### src/sv/rec_pkg.sv
`default_nettype none

package rec_pkg;

  typedef enum logic [2:0] {
    OP_TICK     = 3'd0,
    OP_A_CHANGE = 3'd1,
    OP_BUTTON   = 3'd2,
    OP_READ_POS = 3'd3,
    OP_READ_BTN = 3'd4
  } op_t;

  localparam logic [1:0] BTN_OPEN    = 2'd0;
  localparam logic [1:0] BTN_PRESSED = 2'd1;
  localparam logic [1:0] BTN_HELD    = 2'd2;
  localparam logic [1:0] BTN_CLICKED = 2'd3;

  localparam logic [16:0] TICK_MAX         = 17'h1FFFF;
  localparam logic [15:0] HOLD_LIMIT_RESET = 16'd1000;

  typedef struct packed {
    logic [2:0] op;
    logic       level_a;
    logic       level_b;
    logic       level_button;
  } item_t;

  typedef struct packed {
    logic signed [15:0] position;
    logic [1:0]         button_state;
  } result_t;

endpackage

`default_nettype wire

### src/sv/rotary_encoder_with_click_hold.sv
// Channel  Handshake          Payload
// in       in_valid/in_stall  op, level_a, level_b, level_button
// out      out_valid/out_stall position, button_state
// cfg      cfg_valid/cfg_ready hold_limit
//
// One item is accepted per cycle while in_stall is low; a read result passes through the input register
// and then the output register. The state registers update when an item leaves the input register.
// Reset is synchronous and clears the valid flags and the encoder state; hold_limit returns to 1000.
// A stalled result holds the output register, and in_stall rises only when a read waits on it.
// Configuration writes are always taken.
`default_nettype none

module rotary_encoder_with_click_hold
  import rec_pkg::*;
(
  input  wire logic               clk,
  input  wire logic               rst,
  input  wire logic               in_valid,
  output logic                    in_stall,
  input  wire logic [2:0]         op,
  input  wire logic               level_a,
  input  wire logic               level_b,
  input  wire logic               level_button,
  output logic                    out_valid,
  input  wire logic               out_stall,
  output logic signed [15:0]      position,
  output logic [1:0]              button_state,
  input  wire logic               cfg_valid,
  output logic                    cfg_ready,
  input  wire logic [15:0]        hold_limit
);

  logic [15:0] hold_limit_reg;
  item_t       in_item;
  item_t       s1_item;
  logic        s1_valid;
  logic        advance;
  logic        out_ready;
  logic        res_load;
  result_t     res;
  result_t     out_res;

  assign cfg_ready = 1'b1;

  always_ff @(posedge clk) begin
    if (rst) begin
      hold_limit_reg <= HOLD_LIMIT_RESET;
    end else if (cfg_valid && cfg_ready) begin
      hold_limit_reg <= hold_limit;
    end
  end

  assign in_item.op           = op;
  assign in_item.level_a      = level_a;
  assign in_item.level_b      = level_b;
  assign in_item.level_button = level_button;

  rec_in_stage u_in_stage (
    .clk      (clk),
    .rst      (rst),
    .in_valid (in_valid),
    .in_item  (in_item),
    .advance  (advance),
    .in_stall (in_stall),
    .s1_valid (s1_valid),
    .s1_item  (s1_item)
  );

  rec_core u_core (
    .clk        (clk),
    .rst        (rst),
    .s1_valid   (s1_valid),
    .s1_item    (s1_item),
    .out_ready  (out_ready),
    .hold_limit (hold_limit_reg),
    .advance    (advance),
    .res_load   (res_load),
    .res        (res)
  );

  rec_out_reg u_out_reg (
    .clk       (clk),
    .rst       (rst),
    .res_load  (res_load),
    .res       (res),
    .out_stall (out_stall),
    .out_ready (out_ready),
    .out_valid (out_valid),
    .out_res   (out_res)
  );

  assign position     = out_res.position;
  assign button_state = out_res.button_state;

endmodule

`default_nettype wire

### src/sv/rec_in_stage.sv
`default_nettype none

module rec_in_stage
  import rec_pkg::*;
(
  input  wire logic  clk,
  input  wire logic  rst,
  input  wire logic  in_valid,
  input  wire item_t in_item,
  input  wire logic  advance,
  output logic       in_stall,
  output logic       s1_valid,
  output item_t      s1_item
);

  logic accept;

  assign in_stall = s1_valid && !advance;
  assign accept   = in_valid && !in_stall;

  always_ff @(posedge clk) begin
    if (rst) begin
      s1_valid <= 1'b0;
    end else if (accept) begin
      s1_valid <= 1'b1;
    end else if (advance) begin
      s1_valid <= 1'b0;
    end
  end

  always_ff @(posedge clk) begin
    if (accept) begin
      s1_item <= in_item;
    end
  end

endmodule

`default_nettype wire

### src/sv/rec_core.sv
`default_nettype none

module rec_core
  import rec_pkg::*;
(
  input  wire logic        clk,
  input  wire logic        rst,
  input  wire logic        s1_valid,
  input  wire item_t       s1_item,
  input  wire logic        out_ready,
  input  wire logic [15:0] hold_limit,
  output logic             advance,
  output logic             res_load,
  output result_t          res
);

  logic [15:0] step_count;
  logic [15:0] step_count_next;
  logic [1:0]  button_code;
  logic [1:0]  button_code_next;
  logic [16:0] down_ticks;
  logic [16:0] down_ticks_next;
  logic        has_result;
  logic        fire;
  op_t         op;

  assign op         = op_t'(s1_item.op);
  assign has_result = (op == OP_READ_POS) || (op == OP_READ_BTN);
  assign advance    = s1_valid && (!has_result || out_ready);
  assign fire       = advance;
  assign res_load   = fire && has_result;

  always_comb begin
    step_count_next  = step_count;
    button_code_next = button_code;
    down_ticks_next  = down_ticks;
    res.position     = 16'sd0;
    res.button_state = BTN_OPEN;
    case (op)
      OP_TICK: begin
        if (down_ticks != TICK_MAX) begin
          down_ticks_next = down_ticks + 17'd1;
        end
      end
      OP_A_CHANGE: begin
        if (s1_item.level_a == s1_item.level_b) begin
          step_count_next = step_count + 16'd1;
        end else begin
          step_count_next = step_count - 16'd1;
        end
      end
      OP_BUTTON: begin
        if (!s1_item.level_button) begin
          button_code_next = BTN_PRESSED;
          down_ticks_next  = 17'd0;
        end else if (down_ticks > {1'b0, hold_limit}) begin
          button_code_next = BTN_HELD;
        end else begin
          button_code_next = BTN_CLICKED;
        end
      end
      OP_READ_POS: begin
        res.position    = $signed(step_count);
        step_count_next = 16'd0;
      end
      OP_READ_BTN: begin
        res.button_state = button_code;
        button_code_next = BTN_OPEN;
      end
      default: begin
      end
    endcase
  end

  always_ff @(posedge clk) begin
    if (rst) begin
      step_count  <= 16'd0;
      button_code <= BTN_OPEN;
      down_ticks  <= 17'd0;
    end else if (fire) begin
      step_count  <= step_count_next;
      button_code <= button_code_next;
      down_ticks  <= down_ticks_next;
    end
  end

endmodule

`default_nettype wire

### src/sv/rec_out_reg.sv
`default_nettype none

module rec_out_reg
  import rec_pkg::*;
(
  input  wire logic    clk,
  input  wire logic    rst,
  input  wire logic    res_load,
  input  wire result_t res,
  input  wire logic    out_stall,
  output logic         out_ready,
  output logic         out_valid,
  output result_t      out_res
);

  assign out_ready = !out_valid || !out_stall;

  always_ff @(posedge clk) begin
    if (rst) begin
      out_valid <= 1'b0;
    end else if (res_load) begin
      out_valid <= 1'b1;
    end else if (!out_stall) begin
      out_valid <= 1'b0;
    end
  end

  always_ff @(posedge clk) begin
    if (res_load) begin
      out_res <= res;
    end
  end

endmodule

`default_nettype wire

### config.mk
export PLATFORM = sky130hd
export DESIGN_NAME = rotary_encoder_with_click_hold
export DESIGN_NICKNAME = d
export VERILOG_FILES = /design/src/sv/rec_pkg.sv /design/src/sv/rotary_encoder_with_click_hold.sv /design/src/sv/rec_in_stage.sv /design/src/sv/rec_core.sv /design/src/sv/rec_out_reg.sv
export SDC_FILE = /design/constraint.sdc
export NUM_CORES = 1
export LEC_CHECK = 0
export ABC_AREA = 1
export BUFFER_PORTS_ARGS = -buffer_cell sky130_fd_sc_hd__buf_2
export CAP_MARGIN = 0
export CORE_UTILIZATION = 55
export CTS_BUF_LIST = sky130_fd_sc_hd__clkbuf_8
export DETAILED_ROUTE_END_ITERATION = 10
export PLACE_DENSITY = 0.75
export SKIP_CTS_REPAIR_TIMING = 1
export SYNTH_ARGS = -nofsm -noshare
export SYNTH_HDL_FRONTEND = slang
export SYNTH_SLANG_ARGS = --single-unit
### constraint.sdc
create_clock -name clk -period 5 [get_ports clk]
set_clock_uncertainty 0.15 [all_clocks]
set_input_delay 0.25 -clock clk [delete_from_list [all_inputs] [get_ports clk]]
set_output_delay 0.25 -clock clk [all_outputs]
set_load 0.005 [all_outputs]
==> results of run 1 <==
through the flow:
| step | utilization | setup WS, ps | cell area [um^2] | power, mW |
|---|---|---|---|---|
| global route | 0.653 | 1940 | 5120 | 1.38 |
| detailed placement | 0.610 | 2290 | 4790 | 0.834 |
| floorplan | - | 2740 | 4510 | 0.794 |
| global placement | 0.610 | 2430 | 4790 | 0.831 |
| CTS | 0.636 | 2270 | 4990 | 1.32 |
| finish | 0.653 | 2210 | 5120 | 1.32 |
worst max-delay path, cell delays in order (launching register included):
cell     delay (ps)
dfxtp_1         420
ha_1            230
nand3_1          90
nor2_1          320
nand4_1         200
nor4_1          260
ha_1            210
nand2_1          50
nand2_1          60
nor3_1           60
nand2_4         230
o21ai_2         110
inv_1           150
o21ai_0         100
nor2_1           80
path summary, 6_finish.rpt:
| check | to | from | slack [ps] |
|---|---|---|---|
| worst min-delay path | hold_limit_reg[2] | hold_limit[2] | 9 |
| worst max register to register | u_core.down_ticks[12] | u_core.down_ticks[0] | 2210 |
| worst max-delay path | u_core.down_ticks[12] | u_core.down_ticks[0] | 2210 |
| worst min register to register | u_core.button_code[0] | u_core.button_code[0] | 320 |
kinds of logic after synthesis:
group	count (synthesis)
and+or+nand+nor	293
xor gates and xnor gates	9
adders and majority gates	33
AOI/OAI and AO/OA	96
buffers and inverters	116
other	1
DFF	77
power groups by stage:
| stage | registers (mW) | clock network (mW) | logic [mW] |
|---|---|---|---|
| after floorplan | 0.681 | 0 | 0.113 |
| after global placement | 0.683 | 0 | 0.147 |
| after detailed placement | 0.684 | 0 | 0.150 |
| after CTS | 0.669 | 0.497 | 0.152 |
| after global routing | 0.671 | 0.525 | 0.183 |
| final | 0.669 | 0.495 | 0.160 |
cell usage in the layout, fill, tap and decap left out, drive strengths merged:
cell type    netlist  layout
nor3               9       9
dlygate4sd3        0      13
dfxtp             53      53
xor2               3       3
nand4             15      15
o21a               1       1
ha                32      32
xnor2              6       6
a211oi             2       2
buf                7      46
fa                 1       1
nor2              63      63
edfxtp            24      24
o21ai             26      26
or2                1       1
nand3b             3       3
clkbuf             7      11
inv              101     103
nand2            164     164
and2               3       3
conb               1       1
bufinv             0       1
nor4               1       1
nand3             34      34
a21oi             66      66
clkinv             1       3
o21bai             1       1
layout make-up:
| cell class | count | share of cell area |
|---|---|---|
| timing repair buffer | 59 | 0.0703 |
| clock buffer | 11 | 0.0296 |
| clock inverter | 5 | 0.00977 |
| tap | 102 | 0.0249 |
| sequential | 77 | 0.348 |
| multi-input combinational | 432 | 0.443 |
| inverter | 102 | 0.0747 |
layer usage:
| metal | routed length (um) | vias to the layer above | part of all wire |
|---|---|---|---|
| li1 | - | 2121 | - |
| met1 | 4990 | 1798 | 0.50 |
| met2 | 4300 | 76 | 0.43 |
| met3 | 539 | 11 | 0.054 |
| met4 | 108 | 0 | 0.011 |
| met5 | 0 | - | 0 |
==> flow_summary.yaml, run 1 <==
synthesis:
  seq_area_frac_synth: 0.395
  synth-main-ff-cell: "dfxtp_1"
  synth_top_family_by_area: "simple AND/OR/NAND/NOR gates"
  synth_fa_ha_area_frac: 0.0932
  synth_edf_count: 24
  synth-compound-area-share: 0.113
  syn-cell-area_mm2: 0.00451
  netlist_top_cells_area: "dfxtp_1, edfxtp_1, nand2_1"
  yosysUniqueCellTypes: 36
  synth.most_common_cell: "nand2_1"
  yosys_warnings: 0
  avgSynthCellArea_um2: 7.22
  synth_top_area_share: 0.235
  yosys.area.top_type: "dfxtp_1"
  postSynthCellCount: 625
  async_flop_share: 0
  synthSimpleGateAreaFrac: 0.278
  syn-num-nets: 685
  synth_seq_cells: 77
  synth.mux.area_fraction: 0
  synth_xor_area_frac: 0.0175
  ys_top_cells_by_count: "nand2_1, inv_1, a21oi_1"
cells_and_area:
  regMostFlops: "u_out_reg.out_res"
  multi_input_area_mm2: 0.00227
  nets: 741
  area_delta_synth_final_pct: 13.6
  top_regs: "u_out_reg.out_res x18, u_core.down_ticks x17"
  seqCellArea_mm2: 0.00178
  diodes: 0
  largest_reg_flops: 18
  fillCellCount: 705
  drive_gt1_frac: 0.109
  stdcell_count: 788
pwr:
  vdd_drop_max_mv: 0.205
  p_clk_frac: 0.374
  power_frac_seq: 0.505
  internal_power_mw: 0.973
  power.net_switching_mw: 0.351
  comb_power_share: 0.121
  p_leak_nw: 2.36
  power_density_mw_per_mm2: 258
  swShare: 0.265
clocking:
  cts_inserted_buffers: 9
  clockBufferDepth: 2
  cts_tree: "done"
  cts-htree-levels: 3
  insertion_delay_ps: 370
  cts_root_buf: "clkbuf_8"
  clk_pin_slew_ps: 90
  clock-sinks: 77
timing:
  slew_violations: 0
  min_period_over_period: 0.557
  tightest_slew_ps: 805
  hold_viol_final: 0
  setup_viol_count_final: 0
  fmax_ghz: 0.359
  rsz0062_at_grt: "no"
  hold_ws_ps: 8.59
  fin_crit_ps: 2790
  tns_ps: 0
  slew_headroom: 0.463
route:
  wl_per_cell_um: 12.6
  vias: 4006
  via_per_inst: 5.08
  drt_pass1_iterations: 4
  routed_wl_um: 9940
  drt_iter0_drc: 231
  drtAntennaViolNets: 0
  drc_errors: 0
grt:
  grt_util_met3: 0.0476
  overflow: 0
  use_met2: 0.373
  grt_pass1_vias: 3567
  met1_usage: 0.355
  grt_usage: 0.247
  grt_pass1_wl_um: 16600
  antenna_found_initial: 0
  top_usage_layer: "met2"
  grt_start_max_net_pins: 35
worst_setup_path:
  worstRegToRegCells: 14
  cp.arrival_ps: 2940
  crit_required_ps: 5150
  start_kind: "flip-flop"
  cp_max_fo: 21
  crit_path_end_kind: "flip-flop"
  setup.worst_path.class: "reg2reg"
floorplan:
  core_region_area_mm2: 0.00785
  die_y_um: 92.6
  dieArea_mm2: 0.00857
  initial_core_util: 0.575
  chipWidth_um: 92.6
  io_pins: 48
  core.rowCount: 32
placement:
  dp.cells: 759
  place_hpwl_um: 7340
  io_buffers: 46
  globalplace.congestion: 0.930
flow_run:
  drv_cap: 0
worst_hold_path:
  hold_class: "in2reg"
  min_path_cells: 3
run_status:
  status: "finished clean"
Note: power is estimated with default switching activity, not from simulation.
==> run 2: changes to the inputs <==
==> constraint.sdc (replaced) <==
create_clock -name clk -period 2.71 [get_ports clk]
set_clock_uncertainty 0.15 [all_clocks]
set_input_delay 0.1355 -clock clk [delete_from_list [all_inputs] [get_ports clk]]
set_output_delay 0.1355 -clock clk [all_outputs]
set_load 0.005 [all_outputs]
==> flow_summary.yaml, run 2 (synthesized netlist as in run 1, its figures left out) <==
cells_and_area:
  area_delta_synth_final_pct: 18.2
  regMostFlops: "u_out_reg.out_res"
  final_common_cell: "nand2_1"
  fillCellCount: 693
  drive_gt1_frac: 0.130
  diodes: 0
  nets: 763
  layout_common_cells: "nand2_1, inv_1, a21oi_1, nor2_1, dfxtp_1"
  largest_reg_flops: 18
  top_regs: "u_out_reg.out_res x18, u_core.down_ticks x17"
  seqCellArea_mm2: 0.00178
  final_core_util: 0.679
  multi_input_area_mm2: 0.00229
route:
  top_layer: "met4"
  drt_iter0_drc: 227
  routed_wl_um: 10800
  drtAntennaViolNets: 0
  via_per_inst: 5.16
  route.met2.wl_um: 4880
  vias: 4179
  drt_pass1_iterations: 5
  wl_per_cell_um: 13.3
  drc_errors: 0
  route.met3.wl_um: 342
  drt-met1-wl_um: 5360
run_status:
  violations: "negative hold slack"
  status: "finished with violations"
timing:
  fmax_ghz: 0.402
  fin_ws_ps: 220
  setup_viol_count_final: 0
  hold_ws_ps: -43.2
  tightest_slew_ps: 520
  slew_headroom: 0.653
  tns_ps: 0
  rsz0062_at_grt: "no"
  min_period_over_period: 0.919
  fin_crit_ps: 2490
  slew_violations: 0
  hold_viol_final: 3
worst_hold_path:
  hold_class: "in2reg"
placement:
  dp_slack_ps: 107
  globalplace.congestion: 0.919
  io_buffers: 46
  place_hpwl_um: 7480
grt:
  overflow: 0
  antenna_found_initial: 0
  grt_pass1_vias: 3669
  grt_usage: 0.258
  grt_start_max_net_pins: 34
  grt_pass1_wl_um: 17200
worst_setup_path:
  crit_required_ps: 2860
  crit_path_end_kind: "flip-flop"
  setup.worst_path.class: "reg2reg"
  cp.arrival_ps: 2640
  start_kind: "flip-flop"
  cp_max_fo: 11
clocking:
  clk_pin_slew_ps: 90
  cts_inserted_buffers: 9
  cts_root_buf: "clkbuf_8"
  cts_tree: "done"
  clock-sinks: 77
  cts-htree-levels: 3
  clockBufferDepth: 2
  insertion_delay_ps: 360
floorplan:
  core_region_area_mm2: 0.00785
  chipWidth_um: 92.6
  dieArea_mm2: 0.00857
  io_pins: 48
  die_y_um: 92.6
  core.rowCount: 32
  initial_core_util: 0.575
pwr:
  vdd_drop_max_mv: 0.263
  power_mw: 2.43
  p_leak_nw: 2.45
  power_density_mw_per_mm2: 457
flow_run:
  drv_cap: 0
==> run 2: metrics by stage <==
stage | std cells | cell area [um^2]
after floorplan | 625 | 4510
after global routing | 810 | 5330
after global placement | 768 | 4860
final | 810 | 5330
after CTS | 784 | 5050
after detailed placement | 768 | 4860
==> run 2: critical path, stage by stage (launching register included) <==
cell and delay (ps):
dfxtp_1 380, ha_1 210, nand3_1 90, nor2_1 190, nand4_1 170, nor4_2 200
ha_1 200, nand2_1 60, nand2_1 80, nor3_2 70, nand2_4 160, o21ai_2 90
inv_1 170, o21ai_0 110, nor2_1 100
==> run 2: area by class of cell <==
cell class	instances	share of cell area
Clock buffer	9	0.0232
Tap cell	102	0.0239
Timing Repair Buffer	80	0.104
Sequential cell	77	0.335
Clock inverter	7	0.0124
Inverter	102	0.0718
Multi-Input combinational cell	433	0.430
==> run 2: final timing paths <==
kind,slack [ps],endpoint,start,depth (start not counted)
worst max-delay path,220,u_core.down_ticks[12],u_core.down_ticks[1],14
worst min-delay path,-40,hold_limit_reg[14],hold_limit[14],3
worst max register to register,220,u_core.down_ticks[12],u_core.down_ticks[1],14
worst min register to register,320,hold_limit_reg[10],hold_limit_reg[10],2
==> run 2: where the power goes <==
part / switching (mW) / internal [mW] / total, mW
Sequential: 0.0175 / 1.22 / 1.24
Clock: 0.450 / 0.421 / 0.871
Combinational: 0.197 / 0.129 / 0.327
Total: 0.665 / 1.77 / 2.43
==> run 2: per-layer routing <==
metal  global-route usage  vias up
li1                     -     2172
met3               0.0353       14
met4                0.112        0
met2                0.396       76
met1                0.361     1917
met5                    0        -
==> run 3: changes to the inputs <==
==> constraint.sdc (replaced) <==
create_clock -name clk -period 2.71 [get_ports clk]
set_clock_uncertainty 0.15 [all_clocks]
set_input_delay 0.271 -clock clk [delete_from_list [all_inputs] [get_ports clk]]
set_output_delay 0.271 -clock clk [all_outputs]
set_load 0.005 [all_outputs]
==> flow_summary.yaml, run 3 (synthesized netlist as in run 1, its figures left out) <==
route:
  drt_pass1_iterations: 5
  routed_wl_um: 10600
  drtAntennaViolNets: 0
  drc_errors: 0
  via_per_inst: 5.23
  vias: 4163
  wl_per_cell_um: 13.3
  drt_iter0_drc: 217
clocking:
  clk_pin_slew_ps: 90
  cts_inserted_buffers: 9
  cts_tree: "done"
  clock-sinks: 77
  cts_root_buf: "clkbuf_8"
  insertion_delay_ps: 360
  cts-htree-levels: 3
  clockBufferDepth: 2
placement:
  dp.cells: 769
  place_hpwl_um: 7690
  io_buffers: 46
  globalplace.congestion: 0.910
worst_setup_path:
  cp.arrival_ps: 2640
  reg2reg_to: "u_core.down_ticks[12]"
  cp_max_fo: 11
  crit_required_ps: 2850
  start_kind: "flip-flop"
  setup.worst_path.class: "reg2reg"
  slowest_stage: "dfxtp_1"
  cp_cell_sequence: "ha_1 -> nand3_1 -> nor2_1 -> nand4_1 -> nor4_2 -> ha_1 -> nand2_1 -> nand2_1 -> nor3_2 -> nand2_4 -> o21ai_2 -> inv_1 -> o21ai_0 -> nor2_1"
  worstRegToRegCells: 14
  critPathCapture: "u_core.down_ticks[12]"
  cp_slowest_stage_delay_ps: 390
  crit_path_end_kind: "flip-flop"
  crit_start: "u_core.down_ticks[1]"
  r2r-start: "u_core.down_ticks[1]"
  reg2reg_slack_ps: 210
grt:
  grt_usage: 0.257
  grt_start_max_net_pins: 34
  antenna_found_initial: 0
  grt_pass1_wl_um: 17400
  grt_pass1_vias: 3865
  overflow: 0
worst_hold_path:
  hold_class: "in2reg"
cells_and_area:
  largest_reg_flops: 18
  area_delta_synth_final_pct: 15.3
  diodes: 0
  fillCellCount: 708
  nets: 749
  top_regs: "u_out_reg.out_res x18, u_core.down_ticks x17"
  drive_gt1_frac: 0.133
  layout_common_cells: "nand2_1, inv_1, a21oi_1, nor2_1, dfxtp_1"
  seqCellArea_mm2: 0.00178
  stdcell_count: 796
  multi_input_area_mm2: 0.00229
  final_core_util: 0.663
  final_common_cell: "nand2_1"
  regMostFlops: "u_out_reg.out_res"
timing:
  slew_violations: 0
  hold_viol_final: 3
  tightest_slew_ps: 506
  hold_ws_ps: -24.6
  min_period_over_period: 0.923
  setup_viol_count_final: 0
  fmax_ghz: 0.400
  tns_ps: 0
  slew_headroom: 0.662
  fin_crit_ps: 2500
  rsz0062_at_grt: "no"
pwr:
  power_density_mw_per_mm2: 480
  p_leak_nw: 2.40
  power_frac_seq: 0.495
  power.net_switching_mw: 0.652
  internal_power_mw: 1.84
  comb_power_share: 0.121
  vdd_drop_max_mv: 0.355
  p_clk_frac: 0.384
  power_mw: 2.50
  swShare: 0.261
floorplan:
  die_y_um: 92.6
  core_region_area_mm2: 0.00785
  core.rowCount: 32
  io_pins: 48
  dieArea_mm2: 0.00857
  chipWidth_um: 92.6
  initial_core_util: 0.575
run_status:
  violations: "negative hold slack"
  status: "finished with violations"
flow_run:
  drv_cap: 0
## run 3: metrics by stage
| step | instance area (um^2) | setup WS, ps |
|---|---|---|
| final | 5200 | 208 |
| after global routing | 5200 | 18.0 |
| after CTS | 5080 | 59.0 |
| after detailed placement | 4870 | 97.9 |
| after global placement | 4870 | 233 |
| after floorplan | 4510 | 451 |
## run 3: worst min path at each step
stage | slack (ps) | cells past startpoint | startpoint | to
global placement | 300 | 1 | op[0] | u_in_stage.s1_item[3]
finish | -20 | 3 | hold_limit[8] | hold_limit_reg[8]
detailed placement | 300 | 1 | level_b | u_in_stage.s1_item[1]
global route | 2 | 3 | hold_limit[8] | hold_limit_reg[8]
CTS | -70 | 1 | level_b | u_in_stage.s1_item[1]
floorplan | 220 | 0 | level_button | u_in_stage.s1_item[0]
## run 3: area by class of cell
type / count / area share
clock buffer: 9 / 0.0238
inverter: 102 / 0.0736
clock inverter: 7 / 0.0168
sequential: 77 / 0.343
tap: 102 / 0.0245
multi-input combinational: 433 / 0.440
timing repair buffer: 66 / 0.0779
## run 3: critical path: cells and delay by family (launching register included)
family	cells	cell delay, ps
AOI/OAI and AO/OA	2	210
adders and majority gates	2	410
buffers and inverters	1	170
DFF	1	390
and+or+nand+nor	9	1100
## run 3: per-layer routing
layer  vias to the layer above  track usage  wire, um
li1                       2140            -         -
met1                      1887        0.351      5150
met2                       121        0.414      4680
met3                        15       0.0394       612
met4                         0       0.0911       143
met5                         -            0         0
## run 3: power by group through the flow
stage	clock network, mW	logic (mW)	registers (mW)
3_5_place_dp	0	0.285	1.26
3_3_place_gp	0	0.279	1.26
2_1_floorplan	0	0.209	1.26
6_report	0.958	0.302	1.24
4_1_cts	0.980	0.287	1.24
5_1_grt	1.01	0.342	1.24
